===== config.mk =====
export PLATFORM = sky130hd
export DESIGN_NAME = bcow_div
export DESIGN_NICKNAME = d
export VERILOG_FILES = /design/src/design/bcow_pkg.sv /design/src/design/bcow_div.sv
export SDC_FILE = /design/constraint.sdc
export NUM_CORES = 1
export LEC_CHECK = 0
export BUFFER_PORTS_ARGS = -buffer_cell sky130_fd_sc_hd__buf_2
export CAP_MARGIN = 20
export CORE_ASPECT_RATIO = 1.4
export CORE_MARGIN = 4
export CORE_UTILIZATION = 25
export DETAILED_ROUTE_END_ITERATION = 7
export PLACE_DENSITY = 0.48
export SYNTH_ARGS = -nofsm -noshare
export SYNTH_HDL_FRONTEND = slang
export SYNTH_SLANG_ARGS = --single-unit

===== constraint.sdc =====
create_clock -name clock -period 3.7 [get_ports clock]
set_input_delay 0.74 -clock clock [delete_from_list [all_inputs] [get_ports clock]]
set_output_delay 0.74 -clock clock [all_outputs]
set_load 0.03 [all_outputs]

===== src/design/bcow_pkg.sv =====
// shared types and constants for the bucketed call outcome window
package bcow_pkg;

   localparam int MAX_BUCKETS_DEF = 64;
   localparam int NUM_CLASSES_DEF = 4;
   localparam int CNT_W = 32;
   localparam int TIME_W = 48;
   localparam int DUR_W = 32;
   localparam int BCNT_W = 7;
   localparam int ENTRY_W = 35;
   localparam int CSR_IDX_W = 3;
   localparam int CSR_DATA_W = 35;
   localparam int NUM_ENTRIES = 4;

   localparam logic [CSR_IDX_W-1:0] REG_MODE = 3'd0;
   localparam logic [CSR_IDX_W-1:0] REG_SLOW = 3'd1;
   localparam logic [CSR_IDX_W-1:0] REG_DUR = 3'd2;
   localparam logic [CSR_IDX_W-1:0] REG_BCNT = 3'd3;
   localparam logic [CSR_IDX_W-1:0] REG_ENTRY0 = 3'd4;

   localparam logic [1:0] ST_OK = 2'd0;
   localparam logic [1:0] ST_ERR = 2'd1;

   localparam logic KIND_RECORD = 1'b0;
   localparam logic KIND_DRAIN = 1'b1;

   // divider request and answer
   typedef struct packed {
      logic start;
      logic [TIME_W-1:0] dividend;
      logic [DUR_W-1:0] divisor;
      logic [BCNT_W-1:0] modulus;
   } div_req_type;

   typedef struct packed {
      logic done;
      logic [BCNT_W-1:0] bucket;
   } div_rsp_type;

endpackage


===== src/design/bcow_div.sv =====
// serial restoring divider giving (time / duration) mod bucket count
module bcow_div (
   input  logic clock,
   input  logic reset,
   input  bcow_pkg::div_req_type req,
   output bcow_pkg::div_rsp_type rsp
);
   localparam int TW = bcow_pkg::TIME_W;
   localparam int DW = bcow_pkg::DUR_W;
   localparam int BW = bcow_pkg::BCNT_W;

   typedef enum logic [2:0] {
      S_IDLE = 3'b001,
      S_DIV  = 3'b010,
      S_MOD  = 3'b100
   } state_type;

   state_type state_ff, state_in;
   logic [TW-1:0] quo_ff, quo_in;
   logic [DW-1:0] rem_ff, rem_in;
   logic [DW-1:0] dsr_ff, dsr_in;
   logic [BW-1:0] mod_ff, mod_in;
   logic [5:0] cnt_ff, cnt_in;
   // remainder of quotient by modulus, folded one quotient bit a step
   logic [BW:0] mrem_ff, mrem_in;
   logic done_ff, done_in;

   logic [DW:0] trial;
   logic [BW+1:0] mtrial;

   always_comb begin
      state_in = state_ff;
      quo_in = quo_ff;
      rem_in = rem_ff;
      dsr_in = dsr_ff;
      mod_in = mod_ff;
      cnt_in = cnt_ff;
      mrem_in = mrem_ff;
      done_in = 1'b0;
      trial = {rem_ff, quo_ff[TW-1]};
      mtrial = {mrem_ff, quo_ff[TW-1]};
      case (state_ff)
         S_IDLE: begin
            if (req.start) begin
               quo_in = req.dividend;
               rem_in = '0;
               dsr_in = (req.divisor == '0) ? DW'(1) : req.divisor;
               mod_in = req.modulus;
               cnt_in = 6'(TW);
               state_in = S_DIV;
            end
         end
         S_DIV: begin
            // one quotient bit per cycle
            if (trial >= {1'b0, dsr_ff}) begin
               rem_in = DW'(trial - {1'b0, dsr_ff});
               quo_in = {quo_ff[TW-2:0], 1'b1};
            end else begin
               rem_in = trial[DW-1:0];
               quo_in = {quo_ff[TW-2:0], 1'b0};
            end
            cnt_in = cnt_ff - 6'd1;
            if (cnt_ff == 6'd1) begin
               cnt_in = 6'(TW);
               mrem_in = '0;
               state_in = S_MOD;
            end
         end
         S_MOD: begin
            // remainder stays below modulus, one compare and subtract per bit
            if (mtrial >= {2'b00, mod_ff}) begin
               mrem_in = (BW+1)'(mtrial - {2'b00, mod_ff});
            end else begin
               mrem_in = mtrial[BW:0];
            end
            quo_in = {quo_ff[TW-2:0], 1'b0};
            cnt_in = cnt_ff - 6'd1;
            if (cnt_ff == 6'd1) begin
               done_in = 1'b1;
               state_in = S_IDLE;
            end
         end
         default: state_in = S_IDLE;
      endcase
   end

   always_ff @(posedge clock) begin
      if (reset) begin
         state_ff <= S_IDLE;
         done_ff <= 1'b0;
      end else begin
         state_ff <= state_in;
         done_ff <= done_in;
      end
      quo_ff <= quo_in;
      rem_ff <= rem_in;
      dsr_ff <= dsr_in;
      mod_ff <= mod_in;
      cnt_ff <= cnt_in;
      mrem_ff <= mrem_in;
   end

   assign rsp.done = done_ff;
   assign rsp.bucket = mrem_ff[BW-1:0];

   // a result only follows the modulo phase
   assert property (@(posedge clock) disable iff (reset)
      done_ff |-> $past(state_ff) == S_MOD)
      else $error("divider done outside modulo phase");
   // remainder of the modulo phase stays below the modulus
   assert property (@(posedge clock) disable iff (reset)
      done_ff |-> ({1'b0, mrem_ff[BW-1:0]} < {1'b0, mod_ff}))
      else $error("bucket index not below count");
   // start is only honored from idle
   assert property (@(posedge clock) disable iff (reset)
      (state_ff == S_IDLE && req.start) |=> state_ff == S_DIV)
      else $error("divider did not start");
endmodule


# Yosys cells after proc, flatten, opt, wreduce, memory -nomap -nowiden
# Index checks and enable logic that the tools add are counted.
dict set report classes {
  addsub 3
  div_mod_pow 0
  mux 17
  n_reduce_logical 10
  n_eq_ne 7
  multipliers 0
  n_lt_le_gt_ge 2
  n_bitwise 1
  shifts 0
}
# cell n
set op_table {}
lappend op_table {{$pmux W48 S3} 1}
lappend op_table {{$mux W32} 2}
lappend op_table {{$pmux W32 S2} 1}
lappend op_table {{$mux W48} 1}
lappend op_table {{$ge A33 B32 Y1} 1}
lappend op_table {{$logic_not A32 Y1} 1}
lappend op_table {{$sub A32 B32 Y32} 1}
lappend op_table {{$pmux W6 S3} 1}
lappend op_table {{$mux W8} 2}
lappend op_table {{$pmux W8 S2} 1}
lappend op_table {{$mux W6} 2}
lappend op_table {{$ge A9 B7 Y1} 1}
lappend op_table {{$mux W3} 3}
lappend op_table {{$pmux W3 S3} 1}
lappend op_table {{$reduce_and A2 Y1} 4}
lappend op_table {{$sub A8 B7 Y8} 1}
lappend op_table {{$eq A6 B1 Y1 const B} 1}
lappend op_table {{$ne A2 B2 Y1 const B} 3}
lappend op_table {{$sub A6 B1 Y6 const B} 1}
lappend op_table {{$reduce_bool A2 Y1} 2}
lappend op_table {{$eq A3 B1 Y1 const B} 1}
lappend op_table {{$eq A3 B2 Y1 const B} 1}
lappend op_table {{$eq A3 B3 Y1 const B} 1}
lappend op_table {{$reduce_and A3 Y1} 1}
lappend op_table {{other kinds (4)} 5}
dict set report word_totals {
  reg_bits 137
  latchBits 0
  mem_bits_rw 0
  input_bits 90
  romBits 0
  memories 0
}

# Logic depth before layout (Yosys ltp)
# Gate-level depths: netlist of run 1.
dict set report depth {
  ltp_word 3
  mapped_depth 13
}

# Least setup slack after synthesis of run 1
# OpenSTA, ideal clock, no wires.
dict set report synth_path {
  kind {flip-flop to flip-flop}
  startpoint {register state_ff[1]}
  endpoint {register cnt_ff[0], enable pin}
  setup_ns 0.626
  required_time_ns 3.074
  slack_ns 0.597
  stages_incl_launch_ff 7
  t_arrival_ns 2.477
  path_cell_list {dfxtp_1 nor2_1 and2_1 nor2_1 clkbuf_1 buf_1 nand2_1}
}
dict set report synth_via {
  elab_chain_len 3
  word_cells_on_any_way 6
}
# item line
set synth_lines {}
lappend synth_lines {{start: declaration} bcow_div.sv:18} ;# state_type state_ff, state_in;
lappend synth_lines {{start signal: assignment} bcow_div.sv:92} ;# state_ff <= state_in;
lappend synth_lines {{$eq A3 B1 Y1, or another cell as far along} bcow_div.sv:42} ;# case (state_ff)
lappend synth_lines {{$ne A2 B2 Y1 (no source line) / $reduce_bool A3 Y1 (equally long branches)} --}
lappend synth_lines {{$reduce_and A2 Y1 (no source line) *} --}
lappend synth_lines {{end signal: assignment} bcow_div.sv:99} ;# cnt_ff <= cnt_in;
lappend synth_lines {{end: declaration} bcow_div.sv:23} ;# logic [5:0] cnt_ff, cnt_in;
# Mark *: on every way between the ends. The rest lies on a longest branch, timed or not.
# A chain may end at the register's enable or synchronous reset.

# Final worst setup path of run 1
dict set report layout_path {
  startpoint {register rem_ff[17]}
  endpoint {register rem_ff[25], data pin}
}
dict set report layout_via {
  elab_chain_len 3
  word_cells_on_any_way 4
}
# item line
set layout_lines {}
lappend layout_lines {{start: declaration} bcow_div.sv:20} ;# logic [DW-1:0] rem_ff, rem_in;
lappend layout_lines {{start signal: assignment} bcow_div.sv:96} ;# rem_ff <= rem_in;
lappend layout_lines {{$sub A32 B32 Y32 / $ge A33 B32 Y1 (equally long branches)} {bcow_div.sv:56, bcow_div.sv:55}}
lappend layout_lines {{$mux W32 *} bcow_div.sv:55} ;# if (trial >= {1'b0, dsr_ff}) begin
lappend layout_lines {{$pmux W32 S2 *} bcow_div.sv:42}
# Marks and branches as above.

==> results.json, run 1 <==
{
  "cts_buffer_depth": 2,
  "worst_ir_drop_vdd_mv": 0.3377,
  "slew_violations": 0,
  "dp_hpwl_mm": 14.32,
  "cts_post_setup_buffers_inserted": 0,
  "grt_pass1_vias": 5676,
  "dr.pass1.iters": 6,
  "clk_latency_ps": 440,
  "cts.sink_count": 137,
  "tightest_slew_ps": 915.0,
  "nNetsFinal": 903,
  "post-route-period-util_pct": 86.37,
  "htree_levels": 4,
  "p_leak_nw": 3.801,
  "period_needed_ps": 3196,
  "grt_max_degree": 39,
  "die_area_um2": 34690,
  "ys_seq_elements": 137,
  "synthesis.area_um2": 7934,
  "yosysWarnings": 0,
  "ctsResizeCount": 0,
  "cts.clk_slew.worst_paths_ps": 60,
  "cts_tree": "built",
  "hp-class": "in -> reg",
  "initial_core_util_pct": 25.52,
  "antennaDiodeCount": 0,
  "gr-total-overflow": 0,
  "swShare_pct": 27.42,
  "p_switching_mw": 1.175,
  "startpoint_type": "register",
  "drt_iter0_markers": 251,
  "cellInternalPower_mw": 3.108,
  "die_y_um": 218.8,
  "antenna_found_initial": 1,
  "pwr-share-seq_pct": 43.8,
  "synthCells": 701,
  "via_per_inst": 4.576,
  "finClkSkew_ps": 9.332,
  "numCtsBuffers": 17,
  "holdBufCountCts": 0,
  "postSynth.asyncResetShare_pct": 0,
  "final_cell_mix": "edfxtp_1 (133), buf_2 (97), nor2_1 (63), inv_1 (51), mux2_2 (47)",
  "gp_congestion": 0.7893,
  "multi_input_area_um2": 3391,
  "fillers": 3146,
  "fp.dieW_um": 158.6,
  "max-slew-margin-rel_pct": 39.00,
  "cts_root_buf": "clkbuf_16",
  "pre_cts_slack_ps": 493.3,
  "route.vias.total": 5363,
  "syn-num-nets": 834,
  "powerDensity_nw_per_um2": 460.8,
  "finalSetupTns_ps": 0,
  "finalPower_mw": 4.283,
  "areaGrowthSynthToFinish_pct": 17.14,
  "status": "finished clean",
  "drc_errors": 0,
  "wl_per_cell_um": 16.18,
  "p_clk_share_pct": 37.2,
  "final_common_cell": "edfxtp_1",
  "fmax_ghz": 0.3129,
  "end_kind": "register",
  "final_core_util_pct": 29.89,
  "crit_fanout": 13,
  "final_hold_viol_count": 0,
  "rsz0062_at_grt": "no",
  "arrival_ps": 3350,
  "postRouteAntennaNets": 0,
  "syn_avg_cell_area_um2": 11.32,
  "grt_pass1_wl_mm": 30.05,
  "num_rows": 76,
  "whs_ps": 479.2,
  "cp.required_ps": 3860,
  "grt_use_total_pct": 11.38,
  "io_buffers": 97,
  "yosysSeqAreaShare_pct": 51.35,
  "drive_gt1_share_pct": 25.45,
  "combPwrFrac_pct": 19.1,
  "synth-edff-count": 133,
  "synth-main-ff-cell": "edfxtp_1",
  "core_um2": 31090,
  "worst_slack_ps": 504.3,
  "setup_viol": 0,
  "wl_mm": 18.97,
  "io_pins": 98,
  "cap_violations": 0,
  "ys_types": 56,
  "path_class": "reg -> reg",
  "regArea_um2": 4074
}
-- area by class of cell --
cell class,count,share of cell area (%)
Timing Repair Buffer,110,6.543
Inverter,52,2.100
Sequential cell,137,43.83
Multi-Input combinational cell,452,36.48
Tap cell,390,5.250
Clock buffer,20,4.698
Clock inverter,11,1.090
-- power groups by stage --
stage          sequential (mW)  combinational, mW  clock (mW)
2_1_floorplan             1.90              0.607           0
3_3_place_gp              1.91              0.824           0
3_5_place_dp              1.91              0.827           0
4_1_cts                   1.88              0.831        1.66
5_1_grt                   1.89              0.909        1.72
6_report                  1.87              0.816        1.59
-- metrics by stage --
stage / instances / area, um^2
3_5_place_dp: 1141 / 8756
2_1_floorplan: 701 / 7934
6_report: 1172 / 9294
4_1_cts: 1172 / 9294
5_1_grt: 1172 / 9294
3_3_place_gp: 1141 / 8756
-- critical path, cell delays in order (launching register included) --
cell and delay, ps:
edfxtp_1 390, ha_1 380, a21o_1 240, a32o_1 290, a211oi_2 240, o21bai_1 110
a21oi_2 200, o21ai_2 120, o22ai_4 380, buf_4 270, mux2i_1 230, nor2_1 50
-- layer usage --
metal	GRT usage, %	routed length [um]	vias to the layer above	share of wire, %
li1	-	-	2655	-
met1	11.96	7183	2577	38
met2	20.52	10380	103	55
met3	3.492	853	26	4.5
met4	5.121	535	2	2.8
met5	0	13	-	0.069
-- synthesized netlist by cell type (4+ instances only) --
library cell / instances / area (um^2)
o21ai_0: 15 / 75.07
xnor2_1: 21 / 183.9
buf_4: 9 / 67.56
and3_1: 6 / 37.54
o21bai_1: 5 / 37.54
nand3_1: 6 / 30.03
and2_1: 4 / 25.02
edfxtp_1: 133 / 3994
clkbuf_1: 44 / 165.2
dfxtp_1: 4 / 80.08
mux2_2: 47 / 529.3
nor4_1: 10 / 62.56
o31ai_1: 4 / 30.03
a21o_1: 22 / 165.2
a211oi_1: 7 / 52.55
xor2_1: 13 / 113.9
nor3_1: 9 / 45.04
inv_1: 52 / 195.2
a21oi_1: 38 / 190.2
nand4_1: 10 / 62.56
nor2_1: 64 / 240.2
nor2b_1: 8 / 50.05
mux2i_1: 32 / 320.3
nand2b_1: 6 / 37.54
ha_1: 41 / 513.0
nand2_1: 35 / 131.4
-- flip-flops by register name, indices dropped and copies added, names as in the netlist --
signal	cells
quo_ff	48
dsr_ff	32
rem_ff	32
mrem_ff	8
mod_ff	7
cnt_ff	6
state_ff	3
done_ff	1
-- worst paths after layout --
path	start	end	slack, ps	cells past startpoint
setup / recovery	rem_ff[17]	rem_ff[25]	500	11
setup reg to reg	rem_ff[17]	rem_ff[25]	500	11
hold reg to reg	state_ff[0]	state_ff[2]	500	1
hold / removal	req[5]	mod_ff[5]	480	1
-- cell families (layout without fill, tap and decap cells) --
group / Yosys count / count (layout) / synth area share, %
and+or+nand+nor: 172 / 172 / 10.44
DFF: 137 / 137 / 51.35
AOI/OAI and AO/OA: 124 / 124 / 10.74
buffers and inverters: 112 / 193 / 6.040
muxes: 79 / 79 / 10.71
adders and majority gates: 43 / 43 / 6.971
xor gates and xnor gates: 34 / 34 / 3.753
Power figures use the tool's default switching activity.
==> run 2: changes to the inputs <==
--- a/config.mk
+++ b/config.mk
@@ -7,11 +7,13 @@
 export LEC_CHECK = 0
 export BUFFER_PORTS_ARGS = -buffer_cell sky130_fd_sc_hd__buf_2
 export CAP_MARGIN = 20
+export CELL_PAD_IN_SITES_DETAIL_PLACEMENT = 1
+export CELL_PAD_IN_SITES_GLOBAL_PLACEMENT = 2
 export CORE_ASPECT_RATIO = 1.4
 export CORE_MARGIN = 4
 export CORE_UTILIZATION = 25
 export DETAILED_ROUTE_END_ITERATION = 7
-export PLACE_DENSITY = 0.48
+export PLACE_DENSITY = 0.63
 export SYNTH_ARGS = -nofsm -noshare
 export SYNTH_HDL_FRONTEND = slang
 export SYNTH_SLANG_ARGS = --single-unit
==> results.json, run 2 (synthesis gave the netlist of run 1 again) <==
{
  "io_pins": 98,
  "via_per_inst": 4.610,
  "slew_violations": 0,
  "holdBufCountCts": 0,
  "core_um2": 31090,
  "die_area_um2": 34690,
  "fillers": 3444,
  "grt_use_total_pct": 12.18,
  "cap_violations": 0,
  "largest_reg_flops": 48,
  "numCtsBuffers": 17,
  "reg2reg_from": "rem_ff[17]",
  "powerDensity_nw_per_um2": 472.6,
  "die_y_um": 218.8,
  "final_hold_viol_count": 0,
  "final_cell_mix": "edfxtp_1 (133), buf_2 (97), nor2_1 (63), inv_1 (51), mux2_2 (47)",
  "finalSetupTns_ps": 0,
  "wl_per_cell_um": 17.25,
  "htree_levels": 4,
  "dr.pass1.iters": 4,
  "setup_viol": 0,
  "ctsResizeCount": 0,
  "max-slew-margin-rel_pct": 37.40,
  "reg2reg_setup_slack_ps": 380,
  "crit_path_cell_trace": "ha_1 -> a21o_1 -> a32o_1 -> a211oi_2 -> o21bai_1 -> a21oi_2 -> o21ai_2 -> o22ai_4 -> buf_12 -> mux2i_1 -> nor2_1",
  "r2r_cells": 11,
  "endpoint": "rem_ff[12]",
  "antennaDiodeCount": 0,
  "clk_latency_ps": 440,
  "antenna_found_initial": 0,
  "hp-class": "in -> reg",
  "reg_top3": "quo_ff: 48 flops, dsr_ff: 32 flops, rem_ff: 32 flops",
  "io_buffers": 97,
  "grt_pass1_vias": 5915,
  "initial_core_util_pct": 25.52,
  "crit_fanout": 22,
  "nNetsFinal": 899,
  "wl_mm": 20.15,
  "gp_congestion": 0.7497,
  "cts_root_buf": "clkbuf_16",
  "worst_ir_drop_vdd_mv": 0.3450,
  "drt_iter0_markers": 228,
  "gr-total-overflow": 0,
  "regMostFlops": "quo_ff",
  "cts_tree": "built",
  "startpoint_type": "register",
  "grt_pass1_wl_mm": 32.15,
  "p_leak_nw": 3.811,
  "finClkSkew_ps": 9.986,
  "num_rows": 76,
  "whs_ps": 477.0,
  "period_needed_ps": 3320,
  "final_common_cell": "edfxtp_1",
  "rsz0062_at_grt": "no",
  "worst_path_largest_cell_delay_ps": 460,
  "cts.clk_slew.worst_paths_ps": 60,
  "dp_hpwl_mm": 15.13,
  "path_class": "reg -> reg",
  "postRouteAntennaNets": 0,
  "cp.required_ps": 3860,
  "end_kind": "register",
  "finalPower_mw": 4.401,
  "tightest_slew_ps": 937.6,
  "fmax_ghz": 0.3012,
  "arrival_ps": 3480,
  "drc_errors": 0,
  "r2r-end": "rem_ff[12]",
  "drive_gt1_share_pct": 25.45,
  "cts_post_setup_buffers_inserted": 0,
  "critPathSlowestCell": "o22ai_4",
  "cts.sink_count": 137,
  "post-route-period-util_pct": 89.73,
  "fp.dieW_um": 158.6,
  "areaGrowthSynthToFinish_pct": 17.38,
  "grt_max_degree": 49,
  "status": "finished clean",
  "crit_path_start": "rem_ff[17]",
  "cts_buffer_depth": 2,
  "route.vias.total": 5385
}
==> run 2: report_power, final <==
part | total, mW | leakage [nW] | switching, mW | internal [mW]
sequential | 1.87 | 1.30 | 0.0410 | 1.83
clock | 1.70 | 0.275 | 0.711 | 0.991
combinational | 0.825 | 2.24 | 0.468 | 0.358
total | 4.40 | 3.81 | 1.22 | 3.18
==> run 2: routing by layer <==
layer / vias up / GRT usage, % / wire length [um]
met4: 0 / 4.523 / 335
met2: 61 / 23.08 / 11520
li1: 2654 / - / -
met1: 2648 / 12.77 / 7770
met5: - / 0 / 0
met3: 22 / 2.900 / 528
==> run 2: worst min path at each step <==
stage                startpoint  cells after the start           to
finish                   req[4]                      1    mod_ff[4]
global route             req[2]                      1    mod_ff[2]
CTS                      req[5]                      1    mod_ff[5]
detailed placement  state_ff[0]                      1  state_ff[2]
global placement    state_ff[0]                      1  state_ff[2]
floorplan           state_ff[0]                      1  state_ff[2]
==> run 2: metrics by stage <==
stage / util (%) / worst slack [ps] / std cells / cell area (um^2)
2_1_floorplan: - / 596.7 / 701 / 7934
3_3_place_gp: 28.10 / 437.7 / 1137 / 8738
3_5_place_dp: 28.10 / 338.0 / 1137 / 8738
4_1_cts: 29.95 / 317.7 / 1168 / 9313
5_1_grt: 29.95 / 103.0 / 1168 / 9313
6_report: 29.95 / 380.0 / 1168 / 9313
==> run 2: worst max-delay path: cells and delay by family, from the launching register on <==
family / cells / cell delay (ps)
DFF: 1 / 400
buffers and inverters: 1 / 270
AOI/OAI and AO/OA: 7 / 1720
muxes: 1 / 210
and+or+nand+nor: 1 / 60
adders and majority gates: 1 / 390
==> run 2: area by class of cell <==
cell class                 count  area [um^2]  area share (%)
inverter                      52        195.2           2.096
clock buffer                  17        425.4           4.568
sequential                   137         4074           43.75
tap                          390        488.0           5.240
multi-input combinational    452         3391           36.41
timing repair buffer         106        590.6           6.342
clock inverter                14        148.9           1.599
